File: src/sv/skt_pkg.sv
package skt_pkg;

    // table geometry
    localparam int CAPACITY  = 64;
    localparam int KEY_WIDTH = 32;
    localparam int ADDR_W    = $clog2(CAPACITY);
    localparam int CNT_W     = $clog2(CAPACITY + 1);

    typedef enum logic [1:0] {
        CMD_INSERT     = 2'd0,
        CMD_REMOVE_KEY = 2'd1,
        CMD_REMOVE_AT  = 2'd2,
        CMD_CLEAR      = 2'd3
    } cmd_t;

    typedef enum logic [1:0] {
        STATUS_OK        = 2'd0,
        STATUS_FULL      = 2'd1,
        STATUS_NOT_FOUND = 2'd2,
        STATUS_BAD_INDEX = 2'd3
    } status_t;

    typedef struct packed {
        cmd_t                  command;
        logic [KEY_WIDTH-1:0]  key;
        logic [ADDR_W-1:0]     index;
    } req_item_t;

    typedef struct packed {
        status_t               status;
        logic [CNT_W-1:0]      position;
        logic [CNT_W-1:0]      removed_count;
        logic [CNT_W-1:0]      entry_count;
    } rsp_item_t;

    typedef enum logic [4:0] {
        S_IDLE,
        S_BS_HI,
        S_BS_HI_CMP,
        S_BS_LO,
        S_BS_LO_CMP,
        S_BS_MID,
        S_BS_MID_CMP,
        S_UP_RD,
        S_UP_WR,
        S_PUT,
        S_SCAN_RD,
        S_SCAN_CMP,
        S_RUN_RD,
        S_RUN_CMP,
        S_DN_RD,
        S_DN_WR,
        S_DONE
    } state_t;

endpackage

File: src/sv/skt_channels.sv
interface skt_req_if;
    logic                valid;
    logic                ready;
    skt_pkg::req_item_t  item;

    modport source (output valid, output item, input ready);
    modport sink   (input valid, input item, output ready);
endinterface

interface skt_rsp_if;
    logic                valid;
    logic                ready;
    skt_pkg::rsp_item_t  item;

    modport source (output valid, output item, input ready);
    modport sink   (input valid, input item, output ready);
endinterface

File: src/sv/sorted_key_table.sv
// channel    dir   payload
// request    in    command, key, index
// response   out   status, position, removed_count, entry_count
//
// one command at a time: a sequencer, a table memory with one read and one write port and registered reads
// and one key comparator; request ready only while idle.
// insert: a binary search for the slot, then each key at or above it shifted up, then the write.
// remove key: a linear scan for the first copy, a count of the run of equal copies, then each later
// key shifted down (an absent key ends after the scan); remove at index: the shift down; others: none.
// reset empties the table at once; a result not yet taken holds the last state and stalls requests.
module sorted_key_table (
    input  logic     clk,
    input  logic     rst_n,
    skt_req_if.sink  request,
    skt_rsp_if.source response
);

    skt_pkg::state_t                    state_reg, state_next;
    logic [skt_pkg::KEY_WIDTH-1:0]      key_reg, key_next;
    logic [skt_pkg::CNT_W-1:0]          fill_reg, fill_next;
    logic [skt_pkg::ADDR_W-1:0]         lo_reg, lo_next;
    logic [skt_pkg::ADDR_W-1:0]         hi_reg, hi_next;
    logic [skt_pkg::CNT_W-1:0]          ptr_reg, ptr_next;
    logic [skt_pkg::CNT_W-1:0]          pos_reg, pos_next;
    logic [skt_pkg::CNT_W-1:0]          cnt_reg, cnt_next;
    logic [skt_pkg::CNT_W-1:0]          removed_reg, removed_next;
    skt_pkg::status_t                   status_reg, status_next;
    logic                               out_valid_reg, out_valid_next;
    skt_pkg::rsp_item_t                 out_item_reg, out_item_next;

    // table memory
    logic [skt_pkg::KEY_WIDTH-1:0]      mem [skt_pkg::CAPACITY];
    logic [skt_pkg::KEY_WIDTH-1:0]      rd_data_reg;
    logic [skt_pkg::ADDR_W-1:0]         mem_rd_addr;
    logic                               mem_we;
    logic [skt_pkg::ADDR_W-1:0]         mem_wr_addr;
    logic [skt_pkg::KEY_WIDTH-1:0]      mem_wr_data;

    // shared address arithmetic
    logic [skt_pkg::ADDR_W-1:0]         mid;
    logic [skt_pkg::CNT_W:0]            run_end;
    logic [skt_pkg::CNT_W:0]            src_addr;
    logic [skt_pkg::CNT_W-1:0]          idx_ext;
    logic                               load_rsp;

    // shared key comparator
    logic                               key_lt;
    logic                               key_eq;

    assign mid      = skt_pkg::ADDR_W'(({1'b0, lo_reg} + {1'b0, hi_reg}) >> 1);
    assign run_end  = {1'b0, pos_reg} + {1'b0, cnt_reg};
    assign src_addr = {1'b0, ptr_reg} + {1'b0, cnt_reg};
    assign idx_ext  = skt_pkg::CNT_W'(request.item.index);
    assign load_rsp = (state_reg == skt_pkg::S_DONE) && (!out_valid_reg || response.ready);

    assign key_lt   = (rd_data_reg < key_reg);
    assign key_eq   = (rd_data_reg == key_reg);

    assign request.ready  = (state_reg == skt_pkg::S_IDLE);
    assign response.valid = out_valid_reg;
    assign response.item  = out_item_reg;

    // memory port
    always_ff @(posedge clk)
    begin
        if (mem_we)
        begin
            mem[mem_wr_addr] <= mem_wr_data;
        end
        rd_data_reg <= mem[mem_rd_addr];
    end

    // next state
    always_comb
    begin
        state_next = state_reg;
        unique case (state_reg)
            skt_pkg::S_IDLE:
            begin
                if (request.valid)
                begin
                    unique case (request.item.command)
                        skt_pkg::CMD_INSERT:
                        begin
                            if (fill_reg >= skt_pkg::CNT_W'(skt_pkg::CAPACITY))
                                state_next = skt_pkg::S_DONE;
                            else if (fill_reg == '0)
                                state_next = skt_pkg::S_PUT;
                            else
                                state_next = skt_pkg::S_BS_HI;
                        end
                        skt_pkg::CMD_REMOVE_KEY:
                            state_next = skt_pkg::S_SCAN_RD;
                        skt_pkg::CMD_REMOVE_AT:
                        begin
                            if (idx_ext >= fill_reg)
                                state_next = skt_pkg::S_DONE;
                            else
                                state_next = skt_pkg::S_DN_RD;
                        end
                        skt_pkg::CMD_CLEAR:
                            state_next = skt_pkg::S_DONE;
                        default:
                            state_next = skt_pkg::S_DONE;
                    endcase
                end
            end
            skt_pkg::S_BS_HI:
                state_next = skt_pkg::S_BS_HI_CMP;
            skt_pkg::S_BS_HI_CMP:
                state_next = (key_lt || key_eq) ? skt_pkg::S_UP_RD : skt_pkg::S_BS_LO;
            skt_pkg::S_BS_LO:
                state_next = skt_pkg::S_BS_LO_CMP;
            skt_pkg::S_BS_LO_CMP:
                state_next = (!key_lt) ? skt_pkg::S_UP_RD : skt_pkg::S_BS_MID;
            skt_pkg::S_BS_MID:
                state_next = skt_pkg::S_BS_MID_CMP;
            skt_pkg::S_BS_MID_CMP:
                state_next = skt_pkg::S_BS_HI;
            skt_pkg::S_UP_RD:
                state_next = (ptr_reg > pos_reg) ? skt_pkg::S_UP_WR : skt_pkg::S_PUT;
            skt_pkg::S_UP_WR:
                state_next = skt_pkg::S_UP_RD;
            skt_pkg::S_PUT:
                state_next = skt_pkg::S_DONE;
            skt_pkg::S_SCAN_RD:
                state_next = (ptr_reg >= fill_reg) ? skt_pkg::S_DONE : skt_pkg::S_SCAN_CMP;
            skt_pkg::S_SCAN_CMP:
                state_next = key_eq ? skt_pkg::S_RUN_RD : skt_pkg::S_SCAN_RD;
            skt_pkg::S_RUN_RD:
                state_next = (run_end >= {1'b0, fill_reg}) ? skt_pkg::S_DN_RD
                                                          : skt_pkg::S_RUN_CMP;
            skt_pkg::S_RUN_CMP:
                state_next = key_eq ? skt_pkg::S_RUN_RD : skt_pkg::S_DN_RD;
            skt_pkg::S_DN_RD:
                state_next = (src_addr < {1'b0, fill_reg}) ? skt_pkg::S_DN_WR : skt_pkg::S_DONE;
            skt_pkg::S_DN_WR:
                state_next = skt_pkg::S_DN_RD;
            skt_pkg::S_DONE:
                state_next = load_rsp ? skt_pkg::S_IDLE : skt_pkg::S_DONE;
            default:
                state_next = skt_pkg::S_IDLE;
        endcase
    end

    // datapath and memory control
    always_comb
    begin
        key_next       = key_reg;
        fill_next      = fill_reg;
        lo_next        = lo_reg;
        hi_next        = hi_reg;
        ptr_next       = ptr_reg;
        pos_next       = pos_reg;
        cnt_next       = cnt_reg;
        removed_next   = removed_reg;
        status_next    = status_reg;
        out_valid_next = out_valid_reg && !response.ready;
        out_item_next  = out_item_reg;
        mem_rd_addr    = '0;
        mem_we         = 1'b0;
        mem_wr_addr    = '0;
        mem_wr_data    = key_reg;

        unique case (state_reg)
            skt_pkg::S_IDLE:
            begin
                if (request.valid)
                begin
                    key_next     = request.item.key;
                    status_next  = skt_pkg::STATUS_OK;
                    pos_next     = '0;
                    removed_next = '0;
                    cnt_next     = '0;
                    ptr_next     = '0;
                    lo_next      = '0;
                    hi_next      = skt_pkg::ADDR_W'(fill_reg - 1'b1);
                    unique case (request.item.command)
                        skt_pkg::CMD_INSERT:
                        begin
                            if (fill_reg >= skt_pkg::CNT_W'(skt_pkg::CAPACITY))
                                status_next = skt_pkg::STATUS_FULL;
                        end
                        skt_pkg::CMD_REMOVE_KEY:
                        begin
                        end
                        skt_pkg::CMD_REMOVE_AT:
                        begin
                            if (idx_ext >= fill_reg)
                            begin
                                status_next = skt_pkg::STATUS_BAD_INDEX;
                            end
                            else
                            begin
                                pos_next     = idx_ext;
                                ptr_next     = idx_ext;
                                cnt_next     = skt_pkg::CNT_W'(1);
                                removed_next = skt_pkg::CNT_W'(1);
                            end
                        end
                        skt_pkg::CMD_CLEAR:
                        begin
                            removed_next = fill_reg;
                            fill_next    = '0;
                        end
                        default:
                        begin
                        end
                    endcase
                end
            end
            // binary search for the insert slot
            skt_pkg::S_BS_HI:
                mem_rd_addr = hi_reg;
            skt_pkg::S_BS_HI_CMP:
            begin
                if (key_lt || key_eq)
                begin
                    pos_next = skt_pkg::CNT_W'({1'b0, hi_reg} + 1'b1);
                    ptr_next = fill_reg;
                end
            end
            skt_pkg::S_BS_LO:
                mem_rd_addr = lo_reg;
            skt_pkg::S_BS_LO_CMP:
            begin
                if (!key_lt)
                begin
                    pos_next = skt_pkg::CNT_W'(lo_reg);
                    ptr_next = fill_reg;
                end
            end
            skt_pkg::S_BS_MID:
                mem_rd_addr = mid;
            skt_pkg::S_BS_MID_CMP:
            begin
                if (key_lt || key_eq)
                    lo_next = mid + 1'b1;
                else
                    hi_next = mid;
            end
            // open a slot by moving the keys at and above it up
            skt_pkg::S_UP_RD:
                mem_rd_addr = skt_pkg::ADDR_W'(ptr_reg - 1'b1);
            skt_pkg::S_UP_WR:
            begin
                mem_we      = 1'b1;
                mem_wr_addr = skt_pkg::ADDR_W'(ptr_reg);
                mem_wr_data = rd_data_reg;
                ptr_next    = ptr_reg - 1'b1;
            end
            skt_pkg::S_PUT:
            begin
                mem_we      = 1'b1;
                mem_wr_addr = skt_pkg::ADDR_W'(pos_reg);
                mem_wr_data = key_reg;
                fill_next   = fill_reg + 1'b1;
            end
            // linear scan for the first copy
            skt_pkg::S_SCAN_RD:
            begin
                mem_rd_addr = skt_pkg::ADDR_W'(ptr_reg);
                if (ptr_reg >= fill_reg)
                    status_next = skt_pkg::STATUS_NOT_FOUND;
            end
            skt_pkg::S_SCAN_CMP:
            begin
                if (key_eq)
                begin
                    pos_next = ptr_reg;
                    cnt_next = skt_pkg::CNT_W'(1);
                end
                else
                begin
                    ptr_next = ptr_reg + 1'b1;
                end
            end
            // count the run of equal keys
            skt_pkg::S_RUN_RD:
            begin
                mem_rd_addr = skt_pkg::ADDR_W'(run_end);
                if (run_end >= {1'b0, fill_reg})
                begin
                    removed_next = cnt_reg;
                    ptr_next     = pos_reg;
                end
            end
            skt_pkg::S_RUN_CMP:
            begin
                if (key_eq)
                begin
                    cnt_next = cnt_reg + 1'b1;
                end
                else
                begin
                    removed_next = cnt_reg;
                    ptr_next     = pos_reg;
                end
            end
            // close the gap by moving later keys down
            skt_pkg::S_DN_RD:
            begin
                mem_rd_addr = skt_pkg::ADDR_W'(src_addr);
                if (src_addr >= {1'b0, fill_reg})
                    fill_next = fill_reg - cnt_reg;
            end
            skt_pkg::S_DN_WR:
            begin
                mem_we      = 1'b1;
                mem_wr_addr = skt_pkg::ADDR_W'(ptr_reg);
                mem_wr_data = rd_data_reg;
                ptr_next    = ptr_reg + 1'b1;
            end
            // hand the result to the output register
            skt_pkg::S_DONE:
            begin
                if (load_rsp)
                begin
                    out_valid_next              = 1'b1;
                    out_item_next.status        = status_reg;
                    out_item_next.position      = pos_reg;
                    out_item_next.removed_count = removed_reg;
                    out_item_next.entry_count   = fill_reg;
                end
            end
            default:
            begin
            end
        endcase
    end

    // registers
    always_ff @(posedge clk or negedge rst_n)
    begin
        if (!rst_n)
        begin
            state_reg     <= skt_pkg::S_IDLE;
            fill_reg      <= '0;
            out_valid_reg <= 1'b0;
        end
        else
        begin
            state_reg     <= state_next;
            fill_reg      <= fill_next;
            out_valid_reg <= out_valid_next;
        end
    end

    always_ff @(posedge clk)
    begin
        key_reg      <= key_next;
        lo_reg       <= lo_next;
        hi_reg       <= hi_next;
        ptr_reg      <= ptr_next;
        pos_reg      <= pos_next;
        cnt_reg      <= cnt_next;
        removed_reg  <= removed_next;
        status_reg   <= status_next;
        out_item_reg <= out_item_next;
    end

`ifndef NO_ASSERTIONS
    // table never holds more than its capacity
    a_fill_bound: assert property (@(posedge clk) disable iff (!rst_n)
        fill_reg <= skt_pkg::CNT_W'(skt_pkg::CAPACITY))
        else $error("fill count above capacity");

    // a full-table result reports a full count
    a_full_count: assert property (@(posedge clk) disable iff (!rst_n)
        out_valid_reg && (out_item_reg.status == skt_pkg::STATUS_FULL)
        |-> out_item_reg.entry_count == skt_pkg::CNT_W'(skt_pkg::CAPACITY))
        else $error("full status with table not full");

    // up-shift writes stay above the insert slot
    a_up_shift: assert property (@(posedge clk) disable iff (!rst_n)
        mem_we && (state_reg == skt_pkg::S_UP_WR) |-> ptr_reg > pos_reg)
        else $error("up-shift write at or below insert slot");

    // a finished command with a free output register is delivered next cycle
    a_done_load: assert property (@(posedge clk) disable iff (!rst_n)
        (state_reg == skt_pkg::S_DONE) && !out_valid_reg |=> out_valid_reg)
        else $error("result not loaded");
`endif

endmodule

File: src/flat_wrapper.sv
// flat-port wrapper written by rule: the top's interface ports become plain ports
module sorted_key_table_flat 
  (clk, rst_n, request_valid, request_item, request_ready, response_valid, response_item, response_ready);
  skt_req_if request_i ();
  skt_rsp_if response_i ();
  input  logic clk;
  input  logic rst_n;
  input wire logic [$bits(request_i.valid)-1:0] request_valid;
  input wire logic [$bits(request_i.item)-1:0] request_item;
  output wire logic [$bits(request_i.ready)-1:0] request_ready;
  output wire logic [$bits(response_i.valid)-1:0] response_valid;
  output wire logic [$bits(response_i.item)-1:0] response_item;
  input wire logic [$bits(response_i.ready)-1:0] response_ready;
  assign request_i.valid = request_valid;
  assign request_i.item = request_item;
  assign request_ready = request_i.ready;
  assign response_valid = response_i.valid;
  assign response_item = response_i.item;
  assign response_i.ready = response_ready;
  sorted_key_table u_core (.clk(clk), .rst_n(rst_n), .request(request_i), .response(response_i));
endmodule
File: config.mk
export PLATFORM = sky130hd
export DESIGN_NAME = sorted_key_table_flat
export DESIGN_NICKNAME = d
export VERILOG_FILES = /design/src/sv/skt_pkg.sv /design/src/sv/skt_channels.sv /design/src/sv/sorted_key_table.sv /design/src/flat_wrapper.sv
export SDC_FILE = /design/constraint.sdc
export NUM_CORES = 2
export LEC_CHECK = 0
export BUFFER_PORTS_ARGS = -buffer_cell sky130_fd_sc_hd__buf_4
export CORE_UTILIZATION = 50
export DETAILED_ROUTE_END_ITERATION = 10
export GPL_TIMING_DRIVEN = 0
export PLACE_DENSITY = 0.64
export SLEW_MARGIN = 25
export SYNTH_ARGS = -nofsm -noshare
export SYNTH_HDL_FRONTEND = slang
export SYNTH_SLANG_ARGS = --single-unit
File: constraint.sdc
create_clock -name clk -period 10.5 [get_ports clk]
set_input_delay 2.1 -clock clk [delete_from_list [all_inputs] [get_ports clk]]
set_output_delay 2.1 -clock clk [all_outputs]
set_load 0.05 [all_outputs]
==> run_results.csv <==
group,metric,value,unit
status,status,"finished clean",
synth,syn_area,0.0905,mm2
timing,worst_pin_slew,1.22,ns
setup_path,timing.rr.start,"u_core.pos_reg[0]$_DFFE_PP_",
timing,final-setup-viol-count,0,
setup_path,rr_endpoint,"u_core.rd_data_reg[16]$_DFF_P_",
pwr,power_density,325,mW/mm2
clock_network,cts_setup_buffers,0,
setup_path,path_cells,"ha_1 > fa_1 > xor2_1 > a221oi_1 > o211a_1 > buf_6 > buf_6 > buf_2 > clkbuf_1 > a222oi_1 > a32oi_1 > a21oi_1 > or4_1",
final_layout,largest_reg_flops,2048,
placement,portBuffers,68,
floorplanning,ios,69,
timing,hold_violations,0,
routing,via_per_inst,6.15,
routing,drt_wl_total,289000,um
grt,grt_use_total,0.314,
pwr,p_int,19.5,mW
final_layout,final_nets,7372,
final_layout,instances_no_fill,9825,
final_layout,synthToLayoutAreaGrowth,17.0,%
setup_path,rrSetupSlack,4.12,ns
final_layout,drive_gt1_frac,0.119,
pwr,power_frac_clock,0.220,
synth,synth.top_cell.area_share,0.711,
placement,dp_hpwl,208000,um
clock_network,htree_num_levels,4,
setup_path,r2r_cells,13,
timing,fmax,0.157,GHz
clock_network,clock_sinks,2190,
synth,syn_nets,6918,
synth,synth.avg_cell_area,13.4,um2
timing,timing.hold.ws,0.416,ns
hold_path,hp-class,"register to register",
clock_network,clk_latency,0.87,ns
pwr,vdd_drop_max,0.192,mV
timing,slew_headroom,0.184,
pwr,p_leak,37.2,nW
routing,drcViolationCount,0,
routing,ant_nets,0,
floorplanning,die-area,0.183,mm2
synth,yosysSeqAreaShare,0.722,
setup_path,cpPeakStageDelay,0.72,ns
grt,grt_pass1_vias,57800,
placement,gp_congestion,0.978,
timing,clock_skew,0.0588,ns
synth,yosysTopAreaCell,"edfxtp_1",
timing,slew_violations,0,
grt,overflow,0,
placement,placedCellCount,9361,
setup_path,arrival,7.10,ns
clock_network,holdBufCountCts,0,
timing,period_needed,6.38,ns
grt,antenna_found_initial,26,
setup_path,crit_top_cell,"buf_6",
synth,synth_area_leaders,"edfxtp_1, nand2_1, nand3_1, mux2i_1, ha_1",
timing,fin_crit_sh,0.607,
timing,finalWorstSetupSlack,4.12,ns
run,maxCapViolCount,0,
routing,drtIter0Drc,8094,
clock_network,clock_path_buffers,3,
routing,wl_per_cell,29.4,um
grt,grt_pass1_wl,408000,um
setup_path,worstPathMaxFanout,10,
pwr,pwr-share-seq,0.316,
synth,ys_warn_count,0,
hold_path,min_to,"u_core.response.item[11]$_DFFE_PP_",
clock_network,numCtsBuffers,219,
placement,placed_cell_area,0.0989,mm2
final_layout,final_area,0.106,mm2
setup_path,critical_path.startpoint_type,"register",
setup_path,worstPathRequired,11.23,ns
placement,place_ws,4.33,ns
floorplanning,die_x,428,um
clock_network,ctsResizeCount,0,
floorplanning,placementRows,155,
synth,synth-edff-count,2145,
hold_path,worstHoldPathCells,0,
setup_path,path_class,"register to register",
pwr,p_comb_frac,0.464,
clock_network,cts_tree,"built",
clock_network,path_clk_slew,0.06,ns
synth,async_flop_share,0.00594,
floorplanning,initial_utilization,0.505,
synth,netlist_instances,6773,
timing,rsz0062_at_grt,"false",
synth,ys_ff_latch,2190,
synth,ys_types,80,
grt,grt_max_degree,65,
pwr,p_switching,14.9,mW
setup_path,end_kind,"register",
clock_network,root_buffer,"clkbuf_16",
routing,vias,60400,
routing,first_pass_iters,9,
setup_path,cp_slowest_cell,"a32oi_1",
pwr,swShare,0.434,
floorplanning,die_y,428,um
floorplanning,core,0.179,mm2
pwr,totalPowerFinal,34.4,mW
synth,ys.flop_type,"edfxtp_1",
hold_path,hp-start,"u_core.removed_reg[4]$_DFFE_PP_",
==> worst max-delay path by stage <==
stage                                         start                        endpoint  depth (start not counted)
finish                  u_core.pos_reg[0]$_DFFE_PP_  u_core.rd_data_reg[16]$_DFF_P_                         13
global route            u_core.pos_reg[0]$_DFFE_PP_  u_core.rd_data_reg[21]$_DFF_P_                         13
CTS                     u_core.pos_reg[0]$_DFFE_PP_  u_core.rd_data_reg[16]$_DFF_P_                         13
detailed placement      u_core.pos_reg[0]$_DFFE_PP_  u_core.rd_data_reg[16]$_DFF_P_                         13
global placement    u_core.state_reg[1]$_DFFE_PN0N_    u_core.mem[13][13]$_DFFE_PP_                          9
floorplan           u_core.state_reg[1]$_DFFE_PN0N_     u_core.mem[0][31]$_DFFE_PP_                          9
==> layout make-up <==
type,count,area (um2)
Antenna cell,61,153
Buffer,415,1950
Clock buffer,292,5880
Clock inverter,111,987
Fill cell,13800,73300
Inverter,75,282
Multi-Input combinational cell,4093,23800
Sequential cell,2190,65400
Tap cell,2355,2950
Timing Repair Buffer,233,4540
==> critical path, delay by kind of cell, from the launching register on <==
family,cells,cell delay (ns)
simple gates,1,0.51
xor+xnor,1,0.21
compound gates,5,2.37
buf+inv,4,1.66
flops,1,0.65
fa+ha+maj,2,0.76
==> power by group through the flow <==
stage / registers [mW] / clock network [mW] / logic, mW
6_report: 10.9 / 7.56 / 16.0
2_1_floorplan: 11.1 / 0 / 8.43
4_1_cts: 10.9 / 7.60 / 15.6
5_1_grt: 10.9 / 7.93 / 16.6
3_5_place_dp: 11.0 / 0 / 15.5
3_3_place_gp: 11.4 / 0 / 14.5
==> synthesized netlist by cell type, drive strengths merged (36+ instances only) <==
cell       n
a31oi     66
a21oi    132
ha        97
nand2   1723
mux2i    314
inv       75
nor2     132
clkbuf   183
and3     178
buf      232
edfxtp  2145
a21o      36
nand3    704
a311oi   119
o21ai    136
==> routing by layer <==
| metal | wire length (um) | part of all wire | global-route usage | vias up |
|---|---|---|---|---|
| li1 | - | - | - | 26300 |
| met1 | 108000 | 0.37 | 0.413 | 30000 |
| met2 | 131000 | 0.45 | 0.480 | 3417 |
| met3 | 28300 | 0.098 | 0.0606 | 752 |
| met4 | 21500 | 0.075 | 0.204 | 6 |
| met5 | 40 | 0.00014 | 0 | - |
==> kinds of logic after synthesis <==
group,share of synthesized area
buffers and inverters,0.0246
and+or+nand+nor,0.141
DFF,0.722
muxes,0.0387
xor gates and xnor gates,0.00358
adders and majority gates,0.0143
AOI/OAI and AO/OA,0.0554
==> through the flow <==
| stage | util | TNS [ns] |
|---|---|---|
| finish | 0.591 | 0 |
| global route | 0.591 | 0 |
| CTS | 0.590 | 0 |
| detailed placement | 0.552 | 0 |
| global placement | 0.525 | -1126.47 |
| floorplan | - | 0 |
==> layout by cell type (no fill, tap or decap), types with 119 or more instances in the layout <==
master     count
nand3_1      703
and3_1       178
buf_2        150
clkbuf_16    221
clkbuf_1     241
mux2i_1      313
edfxtp_1    2145
a311oi_1     119
a21oi_1      132
nand2_1     1720
(Power assumes the default switching activity.)
